<file path="src/sv/timed_event_queue_core_defines.svh">
// Assertion macros for the timed event queue RTL, used by the datapath.
// Each macro expects clk and arst_n to be visible in the including module.
`ifndef TIMED_EVENT_QUEUE_CORE_DEFINES_SVH
`define TIMED_EVENT_QUEUE_CORE_DEFINES_SVH

// Same-cycle implication, checked out of reset
`define TEQ_ASSERT_IMP(lbl, ante, cons, msg) \
	lbl: assert property (@(posedge clk) disable iff (!arst_n) (ante) |-> (cons)) \
		else $error(msg);

// Next-cycle implication, checked out of reset
`define TEQ_ASSERT_NXT(lbl, ante, cons, msg) \
	lbl: assert property (@(posedge clk) disable iff (!arst_n) (ante) |=> (cons)) \
		else $error(msg);

`endif

</file>
<file path="src/sv/teq_pkg.sv">
// Shared types and constants for the timed event queue.
// Used by the controller, the datapath and the top level.
package teq_pkg;

	// Default sizes
	localparam int QUEUE_DEPTH_DEF = 16;
	localparam int ID_BITS_DEF     = 8;

	// Field widths fixed by the item format
	localparam int ELAPSED_W = 16;
	localparam int RATE_W    = 16;
	localparam int FRAME_W   = 32;
	localparam int WHOLE_W   = 16;
	localparam int PROD_W    = ELAPSED_W + RATE_W;
	localparam int INC_SHIFT = 4;

	// Configuration registers
	localparam int          APB_ADDR_W       = 3;
	localparam logic        REG_FRAME_RATE   = 1'b0;
	localparam logic        REG_TARGETS      = 1'b1;
	localparam logic [15:0] FRAME_RATE_RESET = 16'd7680;

	typedef enum logic [1:0] {
		ACT_ADVANCE   = 2'd0,
		ACT_INSERT    = 2'd1,
		ACT_SET_FRAME = 2'd2
	} action_t;

	typedef enum logic [1:0] {
		KIND_FIRED  = 2'd0,
		KIND_REPORT = 2'd1,
		KIND_REJECT = 2'd2
	} kind_t;

	typedef enum logic [2:0] {
		ST_IDLE,
		ST_MUL,
		ST_ADD,
		ST_FIRE,
		ST_REPORT,
		ST_SET,
		ST_INSERT
	} state_t;

	// Controller to datapath
	typedef struct packed {
		logic  load_in;
		logic  mul;
		logic  add;
		logic  set_frame;
		logic  insert;
		logic  pop;
		logic  emit;
		kind_t emit_kind;
		logic  emit_last;
	} cmd_t;

	// Datapath to controller
	typedef struct packed {
		logic head_due;
		logic full;
		logic slot_free;
	} status_t;

endpackage

</file>
<file path="src/sv/teq_ctrl.sv">
// Sequencer for the timed event queue: decodes each accepted word and
// drives the multiply, add, fire, report, set and insert steps. Uses teq_pkg.
module teq_ctrl (
	input  logic              clk,
	input  logic              arst_n,
	input  logic              s_tvalid,
	output logic              s_tready,
	input  logic [1:0]        action,
	input  logic              targets_attached,
	input  teq_pkg::status_t  status,
	output teq_pkg::cmd_t     cmd
);
	import teq_pkg::*;

	state_t state_q;
	state_t state_nxt;

	// State register
	always_ff @(posedge clk or negedge arst_n) begin
		if (!arst_n) begin
			state_q <= ST_IDLE;
		end else begin
			state_q <= state_nxt;
		end
	end

	// Next state and datapath commands
	always_comb begin
		state_nxt = state_q;
		cmd       = '0;
		s_tready  = 1'b0;
		unique case (state_q)
			ST_IDLE: begin
				s_tready = 1'b1;
				if (s_tvalid) begin
					cmd.load_in = 1'b1;
					unique case (action_t'(action))
						ACT_ADVANCE:   state_nxt = targets_attached ? ST_MUL : ST_REPORT;
						ACT_INSERT:    state_nxt = ST_INSERT;
						ACT_SET_FRAME: state_nxt = ST_SET;
						default:       state_nxt = ST_IDLE;
					endcase
				end
			end
			ST_MUL: begin
				cmd.mul   = 1'b1;
				state_nxt = ST_ADD;
			end
			ST_ADD: begin
				cmd.add   = 1'b1;
				state_nxt = ST_FIRE;
			end
			// Drain due events from the head, then report the position
			ST_FIRE: begin
				if (status.slot_free) begin
					cmd.emit = 1'b1;
					if (status.head_due) begin
						cmd.emit_kind = KIND_FIRED;
						cmd.pop       = 1'b1;
					end else begin
						cmd.emit_kind = KIND_REPORT;
						cmd.emit_last = 1'b1;
						state_nxt     = ST_IDLE;
					end
				end
			end
			ST_REPORT: begin
				if (status.slot_free) begin
					cmd.emit      = 1'b1;
					cmd.emit_kind = KIND_REPORT;
					cmd.emit_last = 1'b1;
					state_nxt     = ST_IDLE;
				end
			end
			ST_SET: begin
				cmd.set_frame = 1'b1;
				state_nxt     = ST_REPORT;
			end
			ST_INSERT: begin
				if (status.full) begin
					if (status.slot_free) begin
						cmd.emit      = 1'b1;
						cmd.emit_kind = KIND_REJECT;
						cmd.emit_last = 1'b1;
						state_nxt     = ST_IDLE;
					end
				end else begin
					cmd.insert = 1'b1;
					state_nxt  = ST_IDLE;
				end
			end
			default: state_nxt = ST_IDLE;
		endcase
	end

endmodule

</file>
<file path="src/sv/teq_datapath.sv">
// Datapath of the timed event queue: input latch, rate multiplier, saturating
// position adder, sorted queue row and output register. Uses teq_pkg.
`include "timed_event_queue_core_defines.svh"

module teq_datapath #(
	parameter int QUEUE_DEPTH = teq_pkg::QUEUE_DEPTH_DEF,
	parameter int ID_BITS     = teq_pkg::ID_BITS_DEF
) (
	input  logic                          clk,
	input  logic                          arst_n,
	input  teq_pkg::cmd_t                 cmd,
	output teq_pkg::status_t              status,
	input  logic [teq_pkg::ELAPSED_W-1:0] elapsed_time,
	input  logic [ID_BITS-1:0]            event_id,
	input  logic [teq_pkg::FRAME_W-1:0]   event_due,
	input  logic [teq_pkg::WHOLE_W-1:0]   new_frame,
	input  logic [teq_pkg::RATE_W-1:0]    frame_rate,
	output logic                          out_valid,
	input  logic                          out_ready,
	output teq_pkg::kind_t                out_kind,
	output logic [ID_BITS-1:0]            out_id,
	output logic [teq_pkg::FRAME_W-1:0]   out_frame,
	output logic                          out_last
);
	import teq_pkg::*;

	localparam int CNT_W = $clog2(QUEUE_DEPTH + 1);

	logic [ELAPSED_W-1:0] elapsed_q;
	logic [ID_BITS-1:0]   id_q;
	logic [FRAME_W-1:0]   due_in_q;
	logic [WHOLE_W-1:0]   new_frame_q;
	logic [PROD_W-1:0]    prod_q;
	logic [FRAME_W-1:0]   pos_q;
	logic [CNT_W-1:0]     count_q;
	logic [FRAME_W-1:0]   due_q [QUEUE_DEPTH];
	logic [ID_BITS-1:0]   qid_q [QUEUE_DEPTH];
	logic [QUEUE_DEPTH-1:0] le;
	logic [QUEUE_DEPTH-1:0] le_prev;
	logic [FRAME_W:0]     sum;
	logic [FRAME_W-1:0]   sum_sat;
	logic                 out_valid_q;
	kind_t                kind_q;
	logic [ID_BITS-1:0]   oid_q;
	logic [FRAME_W-1:0]   oframe_q;
	logic                 olast_q;
	logic                 full;
	logic                 head_due;
	logic                 slot_free;

	// Latch the accepted word
	always_ff @(posedge clk) begin
		if (cmd.load_in) begin
			elapsed_q   <= elapsed_time;
			id_q        <= event_id;
			due_in_q    <= event_due;
			new_frame_q <= new_frame;
		end
	end

	// Elapsed time times frame rate, Q12.20
	always_ff @(posedge clk) begin
		if (cmd.mul) begin
			prod_q <= elapsed_q * frame_rate;
		end
	end

	// Truncate to Q16.16 and add with saturation
	assign sum     = {1'b0, pos_q} + (FRAME_W + 1)'(prod_q[PROD_W-1:INC_SHIFT]);
	assign sum_sat = sum[FRAME_W] ? '1 : sum[FRAME_W-1:0];

	// Frame position
	always_ff @(posedge clk or negedge arst_n) begin
		if (!arst_n) begin
			pos_q <= '0;
		end else if (cmd.add) begin
			pos_q <= sum_sat;
		end else if (cmd.set_frame) begin
			pos_q <= {new_frame_q, (FRAME_W - WHOLE_W)'(0)};
		end
	end

	// Entries that stay ahead of a new event: valid and due no later
	always_comb begin
		for (int i = 0; i < QUEUE_DEPTH; i++) begin
			le[i] = (count_q > CNT_W'(i)) && (due_q[i] <= due_in_q);
		end
	end
	assign le_prev = {le[QUEUE_DEPTH-2:0], 1'b1};

	// Queue row: keep, take the new event, or shift up on insert; shift down on pop
	always_ff @(posedge clk) begin
		if (cmd.insert) begin
			if (!le[0]) begin
				due_q[0] <= due_in_q;
				qid_q[0] <= id_q;
			end
			for (int j = 1; j < QUEUE_DEPTH; j++) begin
				if (!le[j]) begin
					if (le_prev[j]) begin
						due_q[j] <= due_in_q;
						qid_q[j] <= id_q;
					end else begin
						due_q[j] <= due_q[j-1];
						qid_q[j] <= qid_q[j-1];
					end
				end
			end
		end else if (cmd.pop) begin
			for (int j = 0; j < QUEUE_DEPTH - 1; j++) begin
				due_q[j] <= due_q[j+1];
				qid_q[j] <= qid_q[j+1];
			end
		end
	end

	// Fill count
	always_ff @(posedge clk or negedge arst_n) begin
		if (!arst_n) begin
			count_q <= '0;
		end else if (cmd.insert) begin
			count_q <= count_q + CNT_W'(1);
		end else if (cmd.pop) begin
			count_q <= count_q - CNT_W'(1);
		end
	end

	assign full      = (count_q == CNT_W'(QUEUE_DEPTH));
	assign head_due  = (count_q != '0) && (due_q[0] <= pos_q);
	assign slot_free = !out_valid_q || out_ready;

	assign status.head_due  = head_due;
	assign status.full      = full;
	assign status.slot_free = slot_free;

	// Output word valid flag
	always_ff @(posedge clk or negedge arst_n) begin
		if (!arst_n) begin
			out_valid_q <= 1'b0;
		end else if (cmd.emit) begin
			out_valid_q <= 1'b1;
		end else if (out_ready) begin
			out_valid_q <= 1'b0;
		end
	end

	// Output word payload
	always_ff @(posedge clk) begin
		if (cmd.emit) begin
			kind_q   <= cmd.emit_kind;
			oframe_q <= pos_q;
			olast_q  <= cmd.emit_last;
			unique case (cmd.emit_kind)
				KIND_FIRED:  oid_q <= qid_q[0];
				KIND_REJECT: oid_q <= id_q;
				default:     oid_q <= '0;
			endcase
		end
	end

	assign out_valid = out_valid_q;
	assign out_kind  = kind_q;
	assign out_id    = oid_q;
	assign out_frame = oframe_q;
	assign out_last  = olast_q;

	`TEQ_ASSERT_IMP(a_count_bound, 1'b1, count_q <= CNT_W'(QUEUE_DEPTH), "queue count overflow")
	`TEQ_ASSERT_IMP(a_insert_room, cmd.insert, !full, "insert into full queue")
	`TEQ_ASSERT_IMP(a_pop_due, cmd.pop, head_due, "pop without a due head")
	`TEQ_ASSERT_IMP(a_emit_free, cmd.emit, slot_free, "emit overwrites pending word")
	`TEQ_ASSERT_NXT(a_pop_count, cmd.pop, count_q == CNT_W'($past(count_q) - CNT_W'(1)), "pop count")

endmodule

</file>
<file path="src/sv/timed_event_queue_core.sv">
// Top level of the timed event queue: stream ports, APB register file,
// controller and datapath. Depends on teq_pkg, teq_ctrl and teq_datapath.
//
//   port group   dir   protocol   carries
//   s_*          in    stream     action (tuser), elapsed/id/due/new_frame (tdata)
//   m_*          out   stream     kind (tuser), fired_id/frame_now (tdata), last
//   p*           in    APB        frame_rate at 0x0, targets_attached at 0x4
//
// Advance with targets: multiply, add, then one output word per cycle from the
// head of the queue while the output slot is free, then a report word. Advance
// without targets and set-frame end in a report word. Insert: the whole queue
// row shifts in one step. Input is taken only between items.
// A stalled m_tready holds the sequencer in its emitting state; one finished
// word waits in the output register while the next input is accepted.
// Reset clears the position, the count and the output valid flag and loads the
// configuration registers with their defaults; queue entries are left as they are.
module timed_event_queue_core #(
	parameter int QUEUE_DEPTH = teq_pkg::QUEUE_DEPTH_DEF,
	parameter int ID_BITS     = teq_pkg::ID_BITS_DEF
) (
	input  logic                              clk,
	input  logic                              arst_n,
	input  logic                              s_tvalid,
	output logic                              s_tready,
	// elapsed_time[15:0], event_id, event_due[31:0], new_frame[15:0], zero pad
	input  logic [((64 + ID_BITS + 7) / 8) * 8 - 1:0] s_tdata,
	// action[1:0]
	input  logic [1:0]                        s_tuser,
	output logic                              m_tvalid,
	input  logic                              m_tready,
	// fired_id, frame_now[31:0], zero pad
	output logic [((32 + ID_BITS + 7) / 8) * 8 - 1:0] m_tdata,
	// kind[1:0]
	output logic [1:0]                        m_tuser,
	output logic                              m_tlast,
	input  logic                              psel,
	input  logic                              penable,
	input  logic                              pwrite,
	input  logic [teq_pkg::APB_ADDR_W-1:0]    paddr,
	input  logic [31:0]                       pwdata,
	output logic [31:0]                       prdata,
	output logic                              pready
);
	import teq_pkg::*;

	localparam int OUT_W = ((32 + ID_BITS + 7) / 8) * 8;
	localparam int ID_LO  = ELAPSED_W;
	localparam int DUE_LO = ID_LO + ID_BITS;
	localparam int NF_LO  = DUE_LO + FRAME_W;

	logic [RATE_W-1:0]    rate_q;
	logic                 targets_q;
	logic                 cfg_wr;
	logic                 reg_sel;
	cmd_t                 cmd;
	status_t              status;
	kind_t                out_kind;
	logic [ID_BITS-1:0]   out_id;
	logic [FRAME_W-1:0]   out_frame;

	// Register write on the access phase
	assign pready  = 1'b1;
	assign cfg_wr  = psel && penable && pwrite && pready;
	assign reg_sel = paddr[2];

	always_ff @(posedge clk or negedge arst_n) begin
		if (!arst_n) begin
			rate_q    <= FRAME_RATE_RESET;
			targets_q <= 1'b0;
		end else if (cfg_wr) begin
			if (reg_sel == REG_FRAME_RATE) begin
				rate_q <= pwdata[RATE_W-1:0];
			end else begin
				targets_q <= pwdata[0];
			end
		end
	end

	// Register readback
	assign prdata = (reg_sel == REG_TARGETS) ? {31'd0, targets_q} : {16'd0, rate_q};

	teq_ctrl u_ctrl (
		.clk              (clk),
		.arst_n           (arst_n),
		.s_tvalid         (s_tvalid),
		.s_tready         (s_tready),
		.action           (s_tuser),
		.targets_attached (targets_q),
		.status           (status),
		.cmd              (cmd)
	);

	teq_datapath #(
		.QUEUE_DEPTH (QUEUE_DEPTH),
		.ID_BITS     (ID_BITS)
	) u_datapath (
		.clk          (clk),
		.arst_n       (arst_n),
		.cmd          (cmd),
		.status       (status),
		.elapsed_time (s_tdata[ELAPSED_W-1:0]),
		.event_id     (s_tdata[ID_LO +: ID_BITS]),
		.event_due    (s_tdata[DUE_LO +: FRAME_W]),
		.new_frame    (s_tdata[NF_LO +: WHOLE_W]),
		.frame_rate   (rate_q),
		.out_valid    (m_tvalid),
		.out_ready    (m_tready),
		.out_kind     (out_kind),
		.out_id       (out_id),
		.out_frame    (out_frame),
		.out_last     (m_tlast)
	);

	// Pack the output word
	assign m_tdata = OUT_W'({out_frame, out_id});
	assign m_tuser = out_kind;

endmodule
</file>
<file path="config.mk">
export PLATFORM = sky130hd
export DESIGN_NAME = timed_event_queue_core
export DESIGN_NICKNAME = d
export VERILOG_FILES = /design/src/sv/teq_pkg.sv /design/src/sv/teq_ctrl.sv /design/src/sv/teq_datapath.sv /design/src/sv/timed_event_queue_core.sv
export VERILOG_INCLUDE_DIRS = /design/src /design/src/sv
export SDC_FILE = /design/constraint.sdc
export NUM_CORES = 2
export LEC_CHECK = 0
export BUFFER_PORTS_ARGS = -buffer_cell sky130_fd_sc_hd__buf_2
export CAP_MARGIN = 15
export CORE_MARGIN = 3
export CORE_UTILIZATION = 40
export CTS_BUF_LIST = sky130_fd_sc_hd__clkbuf_16
export DETAILED_ROUTE_END_ITERATION = 8
export MAX_ROUTING_LAYER = met4
export PLACE_DENSITY = 0.66
export SLEW_MARGIN = 30
export SYNTH_ARGS = -nofsm -noshare
export SYNTH_HDL_FRONTEND = slang
export SYNTH_SLANG_ARGS = --single-unit
export TNS_END_PERCENT = 100
</file>
<file path="constraint.sdc">
create_clock -name clk -period 7 [get_ports clk]
set_clock_uncertainty 0.2 [all_clocks]
set_input_delay 0 -clock clk [delete_from_list [all_inputs] [get_ports clk]]
set_output_delay 0 -clock clk [all_outputs]
set_load 0.05 [all_outputs]
</file>
# Word-level counts from Yosys, hierarchy flattened
# Memories as Yosys holds them, arrays and structs flattened.
# Index checks and enable logic that the tools add are counted.
dict set report classes {
  add_sub_neg 3
  reduce_logical 31
  n_eq_ne 13
  muxes 219
  multipliers 1
  order_cmp 33
  bitwise_logic 61
}
# operator count
set op_table {}
lappend op_table {{$mux W32} 33}
lappend op_table {{$le A32 B32 Y1} 17}
lappend op_table {{$mux W8} 30}
lappend op_table {{$mux W1} 139}
lappend op_table {{$or A1 B1 Y1} 60}
lappend op_table {{$gt A5 B4 Y1 const B} 8}
lappend op_table {{$add A32 B28 Y33} 1}
lappend op_table {{$mul A16 B16 Y32} 1}
lappend op_table {{$pmux W3 S7} 1}
lappend op_table {{$gt A5 B3 Y1 const B} 4}
lappend op_table {{$logic_and A1 B1 Y1} 19}
lappend op_table {{$mux W3} 6}
lappend op_table {{$mux W16} 1}
lappend op_table {{$pmux W8 S2} 1}
lappend op_table {{$mux W5} 3}
lappend op_table {{$mux W4} 3}
lappend op_table {{$pmux W4 S3} 1}
lappend op_table {{$gt A5 B1 Y1 const B} 2}
lappend op_table {{$gt A5 B2 Y1 const B} 2}
lappend op_table {{$eq A3 B3 Y1 const B} 3}
lappend op_table {{$pmux W3 S3} 1}
lappend op_table {{$eq A3 B2 Y1 const B} 2}
lappend op_table {{$reduce_bool A2 Y1} 3}
lappend op_table {{$add A5 B1 Y5 const B} 1}
lappend op_table {{15 further kinds} 19}
dict set report totals {
  elab_cells 378
  mem_count 2
  mem_bits_rw 640
  register_bits 205
  out_inout_bits 78
}
# name words width read_ports rd_ports_with_merged_regs write_ports line
set mem_list {}
lappend mem_list {u_datapath.due_q 16 32 16 0 16 teq_datapath.sv:36} ;# logic [FRAME_W-1:0] due_q [QUEUE_DEPTH];
lappend mem_list {u_datapath.qid_q 16 8 16 0 16 teq_datapath.sv:37} ;# logic [ID_BITS-1:0] qid_q [QUEUE_DEPTH];

# Logic depth before layout (Yosys ltp)
# An unclocked memory read counts as a cell.
dict set report logic_depth {
  word_depth 10
  mapped_depth 23
}

# By module
# Synthesis repeated with hierarchy kept, for this count alone.
dict set report unflattened {
  hier_cells 5805
  area_unflattened_um2 61318.8
}
# mod cells_each area_each_um2 instances
set modules_own_cells {}
lappend modules_own_cells {teq_datapath 5682 59988.8 1}
lappend modules_own_cells {timed_event_queue_core 73 950.9 1}
lappend modules_own_cells {teq_ctrl 50 379.1 1}

# Worst setup path before layout
# No wires, ideal clock.
dict set report synth_path {
  path_kind {reg-to-reg}
  from {register rate_q[9]}
  to {register u_datapath.prod_q[24], data pin}
  stages_incl_launch_ff 22
  required_time_ps 6538
  n_path_buf 2
  period_less_slack_ps 6375
  arrival_ps 5912
  slack_ps 625
  setup_ps 262
  path_cell_list {dfstp_2 > clkbuf_1 > clkbuf_1 > nand2_1 > fa_1 > inv_1 > fa_1 > inv_1 > fa_1 > inv_1 > fa_1 > fa_1 > inv_1 > fa_1 > inv_1 > ha_1 > nand4_1 > or3_1 > a21o_1 > a31oi_1 > mux2i_1 > nand3_1}
}
dict set report synth_between {
  elab_chain_len 1
}
# element line
set synth_rtl {}
lappend synth_rtl {{from (decl)} timed_event_queue_core.sv:51} ;# logic [RATE_W-1:0] rate_q;
lappend synth_rtl {{from (signal assigned)} timed_event_queue_core.sv:72} ;# rate_q <= pwdata[RATE_W-1:0];
lappend synth_rtl {{$mul A16 B16 Y32} teq_datapath.sv:64} ;# prod_q <= elapsed_q * frame_rate;
lappend synth_rtl {{to (signal assigned)} teq_datapath.sv:64}
lappend synth_rtl {{to (decl)} teq_datapath.sv:33} ;# logic [PROD_W-1:0] prod_q;
# Every way passes these cells.
# A chain may end at the register's enable or synchronous reset.

# Worst setup path in the final report
dict set report layout_path {
  from {register u_datapath.elapsed_q[6]}
  to {register u_datapath.prod_q[28], data pin}
}
dict set report layout_between {
  elab_chain_len 1
}
# element line
set layout_rtl {}
lappend layout_rtl {{from (decl)} teq_datapath.sv:29} ;# logic [ELAPSED_W-1:0] elapsed_q;
lappend layout_rtl {{from (signal assigned)} teq_datapath.sv:54} ;# elapsed_q <= elapsed_time;
lappend layout_rtl {{$mul A16 B16 Y32} teq_datapath.sv:64}
# Every way passes these cells.

==> out/qor.yml <==
synth_top_family_by_area: "adder cells"
cts.sinks: 841
yosysUniqueCellTypes: 82
ios: 194
synth_compound_area_share_pct: 14.2
path_cells: "buf_4 -> nand2_1 -> fa_1 -> inv_1 -> fa_1 -> inv_1 -> fa_1 -> inv_1 -> fa_1 -> fa_1 -> inv_1 -> fa_1 -> inv_1 -> ha_1 -> nand4_1 -> or3_1 -> a21o_1 -> a21oi_1 -> o221ai_1 -> xnor2_1"
relSlewSlack_pct: 28.5
routed_wl_um: 184000
grt_max_degree: 205
fillers: 14400
antenna_found_initial: 0
area_delta_synth_final_pct: 13.0
h-tree-depth: 3
fin_crit_ns: 6.73
r2r_slack_ns: 0.27
grt_usage_pct: 23.0
cts_made_buffers: 98
via_per_inst: 5.87
synth_mux_area_share_pct: 6.47
crit_slowest_cell: "edfxtp_1"
die_area_sq_um: 161000
ys_warn_count: 0
nets: 7290
rsz0062_at_grt: "no"
clockBufferDepth: 3
synthAdderAreaFrac_pct: 19.9
clockRootBuffer: "clkbuf_16"
cts_setup_buffers: 0
place.gp.congestion: 0.920
syn-cell-area_sq_um: 62500
initial_core_util_pct: 40.4
hold_class: "primary input to async pin"
regToRegEndpoint: "u_datapath.prod_q[28]"
run_status: "completed"
critPathMaxFanout: 12
die_y_um: 401
critPathMaxStageDelay_ns: 0.66
clk_pin_slew_ns: 0.06
drive_gt1_share_pct: 8.46
dr.pass1.iters: 6
setup.worst_path.start_class: "flop"
worst_ep_required_time_ns: 7.26
fp.coreArea_sq_um: 155000
drc: 0
wl_per_cell_um: 21.9
dieWidth_um: 401
timing.fmax_mhz: 149
worstSetupEndpointType: "flop"
core.rowCount: 144
portBuffers: 158
ff2ff_path_depth: 20
max-cap-violations: 0
final-max-slew-violation-count: 0
grt_pass1_wl_um: 287000
grt_pass1_vias: 48900
setup_viol: 0
cpMostUsedCell: "fa_1"
globalRouteOverflowTotal: 0
synth-seq-area-share_pct: 40.0
synth_flop_cell: "edfxtp_1"
path_class: "flop to flop"
synth-simple-area-share_pct: 13.6
synth-seq-cells: 841
postRouteAntennaNets: 0
syn_area_per_cell_sq_um: 10.2
async_flop_share_pct: 6.90
synthCells: 6096
dp_hpwl_um: 138000
vias: 49500
critical_path_arrival_ns: 6.99
clkLatencyLatePin_ns: 0.73
fin_setup_tns_ns: 0
cts_tree: "built"
rr_startpoint: "u_datapath.elapsed_q[6]"
fin_crit_sh_pct: 96.2
drtIter0Drc: 4734
synth-edff-count: 783
tightest_slew_ns: 1.07
synth_xor_area_share_pct: 0.729
hold_violations: 0
## critical path, delay by kind of cell (launching register included)
kind	cells	cell delay, ns
fa+ha+maj	7	3.46
buf+inv	6	0.49
xor+xnor	1	0.17
simple gates	3	0.64
compound gates	3	0.86
flops	1	0.66
## cell type report
| cell class | count | area (sq um) | area share (%) |
|---|---|---|---|
| inverter | 380 | 1430 | 2.02 |
| tap | 2044 | 2560 | 3.62 |
| clock inverter | 83 | 657 | 0.930 |
| clock buffer | 99 | 2480 | 3.51 |
| sequential | 841 | 25000 | 35.4 |
| antenna | 2 | 5.00 | 0.00709 |
| multi-input combinational | 4498 | 34700 | 49.1 |
| timing repair buffer | 479 | 3810 | 5.40 |
## synthesized netlist by cell type (14+ instances only)
cell	n	area, sq um
nor3_1	73	365
mux2i_1	297	2970
inv_1	380	1430
nand4_1	141	882
ha_1	681	8520
nand3_1	218	1090
nor4_1	18	113
o21ai_0	173	866
edfxtp_1	783	23500
fa_1	195	3900
xor2_1	17	149
o2111ai_1	44	385
mux2_2	56	631
a211o_1	14	123
dfrtp_1	54	1350
a21oi_1	231	1160
a21o_1	195	1460
nor2b_1	61	382
a211oi_1	22	165
xnor2_1	35	307
buf_4	42	315
clkbuf_1	270	1010
and2_1	123	769
buf_2	59	295
a221o_1	65	651
o21ai_1	298	1490
nor2_1	149	559
a22oi_1	17	128
o211ai_1	144	1080
o21a_1	22	165
or4_1	44	330
and4_1	25	219
mux2_1	39	439
nand2_1	821	3080
a31oi_1	65	407
and3_1	51	319
buf_1	15	56.3
## what timing repair did
action | 4_1_cts | 5_1_grt
resized for setup | 0 | 3
setup endpoints to repair | 0 | 3
hold endpoints to repair | 208 | 0
hold buffers | 206 | 0
## cell usage in the layout, fill, tap and decap left out, drive strengths merged, types with 125 or more instances in the layout
master and instances:
edfxtp 783, nand4 141, a21oi 231, a21o 195, o21ai 472, and2 125, buf 273, dlygate4sd3 206
nand2 821, nand3 219, o211ai 144, ha 681, inv 400, fa 195, nor2 149, mux2i 297
## registers in the layout (all words and copies together), names as in the netlist
signal	cells
u_datapath.due_q	512
u_datapath.qid_q	128
u_datapath.due_in_q	32
u_datapath.out_frame	32
u_datapath.pos_q	32
u_datapath.prod_q	28
rate_q	16
u_datapath.elapsed_q	16
u_datapath.new_frame_q	16
u_datapath.id_q	8
u_datapath.out_id	8
u_datapath.count_q	5
u_ctrl.state_q	3
u_datapath.out_kind	2
targets_q	1
u_datapath.out_last	1
u_datapath.out_valid	1
## worst max-delay path by stage
stage	start	to	cells past startpoint
3_5_place_dp	u_datapath.elapsed_q[6]	u_datapath.prod_q[29]	20
2_1_floorplan	rate_q[9]	u_datapath.prod_q[24]	21
3_3_place_gp	u_datapath.elapsed_q[5]	u_datapath.prod_q[29]	20
6_report	u_datapath.elapsed_q[6]	u_datapath.prod_q[28]	20
5_1_grt	u_datapath.elapsed_q[4]	u_datapath.prod_q[29]	20
4_1_cts	rate_q[6]	u_datapath.prod_q[29]	21
## per-layer routing
metal	share of wire, %	global-route usage, %	up-vias	routed length, um
li1	-	-	22900	-
met1	43	30.2	24400	78500
met2	47	36.6	1908	86500
met3	6.7	2.67	323	12400
met4	3.7	8.42	0	6840
met5	0	-	-	0
## stage by stage
stage | cell area [sq um] | setup WS (ns) | utilization [%] | instances | hold slack, ns
finish | 70600 | 0.266 | 45.7 | 8426 | 0.0533
global route | 70600 | 0.0271 | 45.7 | 8424 | 0.0934
CTS | 70600 | 0.191 | 45.6 | 8424 | 0.0285
global placement | 65300 | 0.300 | 42.3 | 8035 | -0.381
floorplan | 62500 | 0.625 | - | 6111 | -0.496
detailed placement | 65400 | 0.212 | 42.3 | 8036 | -0.381
## cells by family after synthesis
kind of cell | count (synthesis)
compound gates | 1384
xor+xnor | 52
fa+ha+maj | 876
buf+inv | 772
flops | 841
mux | 392
other cells | 2
simple gates | 1777
Power is not shown: default switching activity piles up to over one toggle a cycle in this logic, so the estimate is an artifact.
